--- src/rtl/core/cqpw_pkg.sv ---
// shared types and constants for the byte queue with priority join and withdraw
// no dependencies; used by the channel interfaces and the top level
package cqpw_pkg;

    localparam int QUEUE_DEPTH = 16;
    localparam int IDX_W       = $clog2(QUEUE_DEPTH);
    localparam int CNT_W       = $clog2(QUEUE_DEPTH + 1);
    localparam int BYTE_W      = 8;
    localparam int CMD_W       = 2;
    localparam int STATUS_W    = 2;
    localparam int OCC_W       = 5;

    typedef enum logic [CMD_W-1:0] {
        CMD_JOIN     = 2'd0,
        CMD_SERVE    = 2'd1,
        CMD_PRIO     = 2'd2,
        CMD_WITHDRAW = 2'd3
    } cmd_t;

    typedef enum logic [STATUS_W-1:0] {
        ST_OK        = 2'd0,
        ST_EMPTY     = 2'd1,
        ST_NOT_FOUND = 2'd2,
        ST_FULL      = 2'd3
    } status_t;

endpackage

--- src/rtl/core/cqpw_req_if.sv ---
// request channel: one command beat with its byte
// depends on cqpw_pkg for field widths
interface cqpw_req_if;
    logic                        valid;
    logic                        ready;
    logic [cqpw_pkg::CMD_W-1:0]  command;
    logic [cqpw_pkg::BYTE_W-1:0] item_byte;

    modport source (output valid, output command, output item_byte, input ready);
    modport sink   (input valid, input command, input item_byte, output ready);
endinterface

--- src/rtl/core/cqpw_rsp_if.sv ---
// response channel: status, served byte and occupancy for each command
// depends on cqpw_pkg for field widths
interface cqpw_rsp_if;
    logic                          valid;
    logic                          ready;
    logic [cqpw_pkg::STATUS_W-1:0] status;
    logic [cqpw_pkg::BYTE_W-1:0]   served_byte;
    logic [cqpw_pkg::OCC_W-1:0]    occupancy;

    modport source (output valid, output status, output served_byte, output occupancy,
                    input ready);
    modport sink   (input valid, input status, input served_byte, input occupancy,
                    output ready);
endinterface

--- src/rtl/core/char_queue_with_priority_and_withdraw.sv ---
// byte queue with rear join, front serve, front priority join and withdraw by value
// join, serve, priority join and any command on an empty queue: the response is registered and
// valid in the cycle after the beat is accepted; withdraw scans: one shared byte comparator steps
// from the rear toward the front one entry a cycle; the gap closes in the cycle of the match
// throughput: one beat a cycle for those while responses are taken; no new beat during a scan
// reset (rst_n, async, low) empties the queue; entry contents are not cleared
module char_queue_with_priority_and_withdraw (
    input  logic             clk,
    input  logic             rst_n,
    cqpw_req_if.sink         req,
    cqpw_rsp_if.source       rsp
);
    import cqpw_pkg::*;

    typedef enum logic {
        S_IDLE,
        S_SCAN
    } state_t;

    state_t                  state_reg,    state_next;
    logic [CNT_W-1:0]        cnt_reg,      cnt_next;
    logic [IDX_W-1:0]        scan_idx_reg, scan_idx_next;
    logic [BYTE_W-1:0]       key_reg,      key_next;
    logic                    out_valid_reg, out_valid_next;
    status_t                 status_reg,   status_next;
    logic [BYTE_W-1:0]       served_reg,   served_next;
    logic [OCC_W-1:0]        occ_reg,      occ_next;

    logic [BYTE_W-1:0]       entry_reg  [QUEUE_DEPTH];
    logic [BYTE_W-1:0]       entry_next [QUEUE_DEPTH];

    logic                    accept;
    logic                    full;
    logic                    empty;
    logic                    hit;
    logic                    load;
    cmd_t                    cmd;

    assign cmd   = cmd_t'(req.command);
    assign full  = (cnt_reg == CNT_W'(QUEUE_DEPTH));
    assign empty = (cnt_reg == '0);
    // shared comparator, one entry per cycle
    assign hit   = (entry_reg[scan_idx_reg] == key_reg);

    assign req.ready = (state_reg == S_IDLE) && (!out_valid_reg || rsp.ready);
    assign accept    = req.valid && req.ready;

    assign rsp.valid       = out_valid_reg;
    assign rsp.status      = status_reg;
    assign rsp.served_byte = served_reg;
    assign rsp.occupancy   = occ_reg;

    always_comb
    begin
        state_next    = state_reg;
        cnt_next      = cnt_reg;
        scan_idx_next = scan_idx_reg;
        key_next      = key_reg;
        status_next   = status_reg;
        served_next   = served_reg;
        load          = 1'b0;
        for (int i = 0; i < QUEUE_DEPTH; i++)
        begin
            entry_next[i] = entry_reg[i];
        end

        case (state_reg)
            S_IDLE:
            begin
                if (accept)
                begin
                    served_next = '0;
                    status_next = ST_OK;
                    case (cmd)
                        CMD_JOIN:
                        begin
                            load = 1'b1;
                            if (full)
                            begin
                                status_next = ST_FULL;
                            end
                            else
                            begin
                                entry_next[cnt_reg[IDX_W-1:0]] = req.item_byte;
                                cnt_next = cnt_reg + 1'b1;
                            end
                        end
                        CMD_SERVE:
                        begin
                            load = 1'b1;
                            if (empty)
                            begin
                                status_next = ST_EMPTY;
                            end
                            else
                            begin
                                served_next = entry_reg[0];
                                for (int i = 0; i < QUEUE_DEPTH - 1; i++)
                                begin
                                    entry_next[i] = entry_reg[i + 1];
                                end
                                cnt_next = cnt_reg - 1'b1;
                            end
                        end
                        CMD_PRIO:
                        begin
                            load = 1'b1;
                            if (full)
                            begin
                                status_next = ST_FULL;
                            end
                            else
                            begin
                                for (int i = 1; i < QUEUE_DEPTH; i++)
                                begin
                                    entry_next[i] = entry_reg[i - 1];
                                end
                                entry_next[0] = req.item_byte;
                                cnt_next = cnt_reg + 1'b1;
                            end
                        end
                        CMD_WITHDRAW:
                        begin
                            if (empty)
                            begin
                                load        = 1'b1;
                                status_next = ST_EMPTY;
                            end
                            else
                            begin
                                // start at the rear entry
                                scan_idx_next = IDX_W'(cnt_reg - 1'b1);
                                key_next      = req.item_byte;
                                state_next    = S_SCAN;
                            end
                        end
                        default:
                        begin
                            load = 1'b0;
                        end
                    endcase
                end
            end
            S_SCAN:
            begin
                served_next = '0;
                if (hit)
                begin
                    // close the gap: everything behind the match moves one towards the front
                    for (int i = 0; i < QUEUE_DEPTH - 1; i++)
                    begin
                        if (IDX_W'(i) >= scan_idx_reg)
                        begin
                            entry_next[i] = entry_reg[i + 1];
                        end
                    end
                    cnt_next    = cnt_reg - 1'b1;
                    status_next = ST_OK;
                    load        = 1'b1;
                    state_next  = S_IDLE;
                end
                else if (scan_idx_reg == '0)
                begin
                    status_next = ST_NOT_FOUND;
                    load        = 1'b1;
                    state_next  = S_IDLE;
                end
                else
                begin
                    scan_idx_next = scan_idx_reg - 1'b1;
                end
            end
            default:
            begin
                state_next = S_IDLE;
            end
        endcase

        out_valid_next = (out_valid_reg && !rsp.ready) || load;
        occ_next       = load ? OCC_W'(cnt_next) : occ_reg;
    end

    always_ff @(posedge clk or negedge rst_n)
    begin
        if (!rst_n)
        begin
            state_reg     <= S_IDLE;
            cnt_reg       <= '0;
            scan_idx_reg  <= '0;
            key_reg       <= '0;
            out_valid_reg <= 1'b0;
            status_reg    <= ST_OK;
            served_reg    <= '0;
            occ_reg       <= '0;
        end
        else
        begin
            state_reg     <= state_next;
            cnt_reg       <= cnt_next;
            scan_idx_reg  <= scan_idx_next;
            key_reg       <= key_next;
            out_valid_reg <= out_valid_next;
            status_reg    <= status_next;
            served_reg    <= served_next;
            occ_reg       <= occ_next;
        end
    end

    // entry storage, payload only
    always_ff @(posedge clk)
    begin
        for (int i = 0; i < QUEUE_DEPTH; i++)
        begin
            entry_reg[i] <= entry_next[i];
        end
    end

    a_cnt_bound: assert property (@(posedge clk) disable iff (!rst_n)
        cnt_reg <= CNT_W'(QUEUE_DEPTH))
        else $error("entry count above queue depth");

    a_scan_in_range: assert property (@(posedge clk) disable iff (!rst_n)
        state_reg == S_SCAN |-> {1'b0, scan_idx_reg} < cnt_reg)
        else $error("scan index outside occupied entries");

    a_withdraw_shrinks: assert property (@(posedge clk) disable iff (!rst_n)
        (state_reg == S_SCAN && hit) |=> cnt_reg == $past(cnt_reg) - 1'b1)
        else $error("withdraw match did not remove an entry");

    a_full_occ: assert property (@(posedge clk) disable iff (!rst_n)
        (rsp.valid && rsp.status == ST_FULL) |-> rsp.occupancy == OCC_W'(QUEUE_DEPTH))
        else $error("full status with queue not full");

endmodule
--- src/flat_wrapper.sv ---
// flat-port wrapper written by rule: the top's interface ports become plain ports
module char_queue_with_priority_and_withdraw_flat import cqpw_pkg::*;
  (clk, rst_n, req_valid, req_command, req_item_byte, req_ready, rsp_valid, rsp_status, rsp_served_byte, rsp_occupancy, rsp_ready);
  cqpw_req_if req_i ();
  cqpw_rsp_if rsp_i ();
  input  logic clk;
  input  logic rst_n;
  input wire logic [$bits(req_i.valid)-1:0] req_valid;
  input wire logic [$bits(req_i.command)-1:0] req_command;
  input wire logic [$bits(req_i.item_byte)-1:0] req_item_byte;
  output wire logic [$bits(req_i.ready)-1:0] req_ready;
  output wire logic [$bits(rsp_i.valid)-1:0] rsp_valid;
  output wire logic [$bits(rsp_i.status)-1:0] rsp_status;
  output wire logic [$bits(rsp_i.served_byte)-1:0] rsp_served_byte;
  output wire logic [$bits(rsp_i.occupancy)-1:0] rsp_occupancy;
  input wire logic [$bits(rsp_i.ready)-1:0] rsp_ready;
  assign req_i.valid = req_valid;
  assign req_i.command = req_command;
  assign req_i.item_byte = req_item_byte;
  assign req_ready = req_i.ready;
  assign rsp_valid = rsp_i.valid;
  assign rsp_status = rsp_i.status;
  assign rsp_served_byte = rsp_i.served_byte;
  assign rsp_occupancy = rsp_i.occupancy;
  assign rsp_i.ready = rsp_ready;
  char_queue_with_priority_and_withdraw u_core (.clk(clk), .rst_n(rst_n), .req(req_i), .rsp(rsp_i));
endmodule
--- config.mk ---
export PLATFORM = sky130hd
export DESIGN_NAME = char_queue_with_priority_and_withdraw_flat
export DESIGN_NICKNAME = d
export VERILOG_FILES = /design/src/rtl/core/cqpw_pkg.sv /design/src/rtl/core/cqpw_req_if.sv /design/src/rtl/core/cqpw_rsp_if.sv /design/src/rtl/core/char_queue_with_priority_and_withdraw.sv /design/src/flat_wrapper.sv
export SDC_FILE = /design/constraint.sdc
export NUM_CORES = 1
export LEC_CHECK = 0
export BUFFER_PORTS_ARGS = -buffer_cell sky130_fd_sc_hd__buf_4
export CAP_MARGIN = 20
export CORE_MARGIN = 10
export CORE_UTILIZATION = 45
export DETAILED_ROUTE_END_ITERATION = 10
export GPL_ROUTABILITY_DRIVEN = 0
export PLACE_DENSITY_LB_ADDON = 0.3
export SLEW_MARGIN = 20
export SYNTH_ARGS = -nofsm -noshare
export SYNTH_HDL_FRONTEND = slang
export SYNTH_SLANG_ARGS = --single-unit
--- constraint.sdc ---
create_clock -name clk -period 3.2 [get_ports clk]
set_input_delay 0.48 -clock clk [delete_from_list [all_inputs] [get_ports clk]]
set_output_delay 0.48 -clock clk [all_outputs]
set_load 0.02 [all_outputs]
==> impl_metrics.ini <==
[outcome]
status = complete, no violations

[power]
p_per_area_nw_per_um2 = 833.1
max-vdd-ir-drop_mv = 0.5928
p_leak_nw = 5.556

[synth]
ys_types = 64
synth_cells = 1113
synth_nets = 1141
syn_area_um2 = 11120
synth_edf_count = 128
syn_area_per_cell_um2 = 9.994
synthFlopType = edfxtp_1
synthArstFlopShare_pct = 20.99
ys_warn_count = 0
ys_seq_area_share_pct = 42.20
synth-seq-cells = 162

[global_routing]
grt_max_degree = 107
grt_pass1_vias = 10120
grt_overflow = 0
grt_first_pass_wirelength_mm = 62.89
antenna_found_initial = 0
grtUsageTotal_pct = 25.96

[finish]
nets = 1258
post-route-util_pct = 55.72
final_common_cell = buf_4
syn2layout_area_growth_pct = 21.82
final_cell_mix = 219 x buf_4, 134 x a21oi_1, 128 x edfxtp_1
fillers = 2066
final_layout_size_suffix_gt1_share_pct = 25.99
largest_reg_flops = 128

[min_path]
holdPathStages = 3
min_path_type = in -> reg
min_to = u_core.rsp.valid
min_from = rsp_ready

[timing]
tightest_slew_ns = 1.059
relSlewSlack_pct = 29.39
clock.fmax_mhz = 318.0
setup_viol_count_final = 0
finalCritPeriodShare_pct = 98.29
hold_viol = 0
setup_slack_ns = 0.05485
fin_crit_ns = 3.145
skew_ns = 0.01146
final-max-slew-violation-count = 0
tns_ns = 0
rsz0062_at_grt = yes

[cts]
cts_tree = done
clock_latency_ns = 0.45
clkSinkCount = 162
htree_levels = 4
numCtsBuffers = 17
cts_buffer_depth = 2
clkTransAtPathRegs_ns = 0.07
root_buffer = clkbuf_16

[floorplan]
start_util_pct = 45.74
core_um2 = 24320
die_area_um2 = 31410
die_x_um = 177.2
fp.dieH_um = 177.2
ios = 31
std_cell_rows = 57

[drt]
final_antenna_net_count = 0
wirelength_mm = 41.88
drt_iter0_drc = 1731
first_pass_iters = 6
drc = 0
vias = 10870
via_per_inst = 6.933
wire_per_inst_um = 26.71

[setup_path]
cp-end-kind = flip-flop
reg2reg_depth = 9
crit_arrival_ns = 3.30
rrSetupSlack_ns = 0.05
reg2reg_to = u_core.entry_reg[2][2]
crit_type = reg -> reg
start_kind = flip-flop
cp_max_fo = 8
reg2reg_from = u_core.scan_idx_reg[0]
cp.required_ns = 3.36

[placed_design]
dp_hpwl_mm = 28.60
io_buffers = 30
dpl_worst_slack_ns = -0.3335

[flow_run]
cap_violations = 0
metrics by stage:
step                      cells  hold WS [ns]  total power, W  cell area [µm²]
after floorplan            1113        0.1844        0.006727            11170
after global routing       1567        0.4666         0.01172            13550
after CTS                  1559        0.4280         0.01098            13440
after global placement     1523        0.4598        0.008671            12770
after detailed placement   1523        0.4644        0.008756            12770
final                      1568        0.4289         0.01129            13550
logic make-up after synthesis:
group	share of synthesized area, %
AO/OA/AOI/OAI	34.92
AND/OR/NAND/NOR	6.839
XOR/XNOR	0.8662
flip-flops	42.20
adder cells (fa/ha/maj)	1.575
multiplexers	8.088
buffers and inverters	5.512
timing repair:
action,CTS,global route
pin swaps,2,6
hold buffers,1,0
endpoints found under the setup margin,120,99
cloned,1,0
gates resized for setup,8,15
buffers inserted,2,8
endpoints found under the hold margin,13,0
final cells by class:
type / instances / area, µm² / share of cell area, %
multi-input combinational: 802 / 5944 / 43.87
timing repair buffer: 233 / 1853 / 13.67
tap: 324 / 405.4 / 2.992
antenna: 1 / 2.502 / 0.01847
clock buffer: 18 / 429.2 / 3.167
clock inverter: 14 / 163.9 / 1.210
sequential: 162 / 4700 / 34.68
inverter: 14 / 52.55 / 0.3878
cells in the mapped netlist, drive strengths merged (7+ instances only):
cell type,n,area [µm²]
inv,13,48.80
a211oi,122,930.9
a22o,8,70.07
clkbuf,112,420.4
nand3,16,85.08
nor3,13,75.07
nor2,35,133.9
buf,24,140.1
mux2i,28,280.3
a21oi,135,675.7
edfxtp,128,3844
o21ai,28,140.1
ha,14,175.2
mux2,8,90.09
mux4,23,529.3
and3,7,48.80
a22oi,121,908.4
and2,13,81.33
nor2b,7,43.79
a21o,114,855.8
dfrtp,34,850.8
xor2,9,78.83
nand2,49,186.4
critical path, stage by stage, from the launching register on:
cell	delay, ns
dfrtp_2	0.42
buf_12	0.14
mux4_1	0.58
mux4_2	0.48
xor2_1	0.17
a221oi_4	0.21
and3_4	0.27
nor2_4	0.10
a2111oi_4	0.26
buf_6	0.21
report_power, final:
| group | total, W | leakage, nW | switching [W] | internal [W] |
|---|---|---|---|---|
| clock | 0.00214 | 0.284 | 0.000917 | 0.00122 |
| sequential | 0.00340 | 1.60 | 0.000459 | 0.00294 |
| combinational | 0.00575 | 3.67 | 0.00323 | 0.00252 |
| total | 0.0113 | 5.56 | 0.00460 | 0.00668 |
routing by layer:
metal | routed length (µm) | part of all wire (%) | track usage (%) | vias up
met5 | 0 | 0 | 0 | -
met2 | 18400 | 44 | 38.89 | 838
met3 | 5202 | 12 | 5.249 | 120
met1 | 16400 | 39 | 35.37 | 5269
li1 | - | - | - | 4644
met4 | 1873 | 4.5 | 11.98 | 0
worst max-delay path by stage:
stage / from / endpoint / cells after the start
after floorplan: u_core.scan_idx_reg[0] / u_core.entry_reg[6][0] / 11
after detailed placement: u_core.scan_idx_reg[0] / u_core.entry_reg[5][2] / 9
after global routing: u_core.scan_idx_reg[0] / u_core.entry_reg[14][1] / 12
final: u_core.scan_idx_reg[0] / u_core.entry_reg[2][2] / 9
after global placement: u_core.scan_idx_reg[0] / u_core.entry_reg[5][3] / 9
after CTS: u_core.scan_idx_reg[0] / u_core.entry_reg[1][3] / 9
Power figures use the tool's default switching activity.
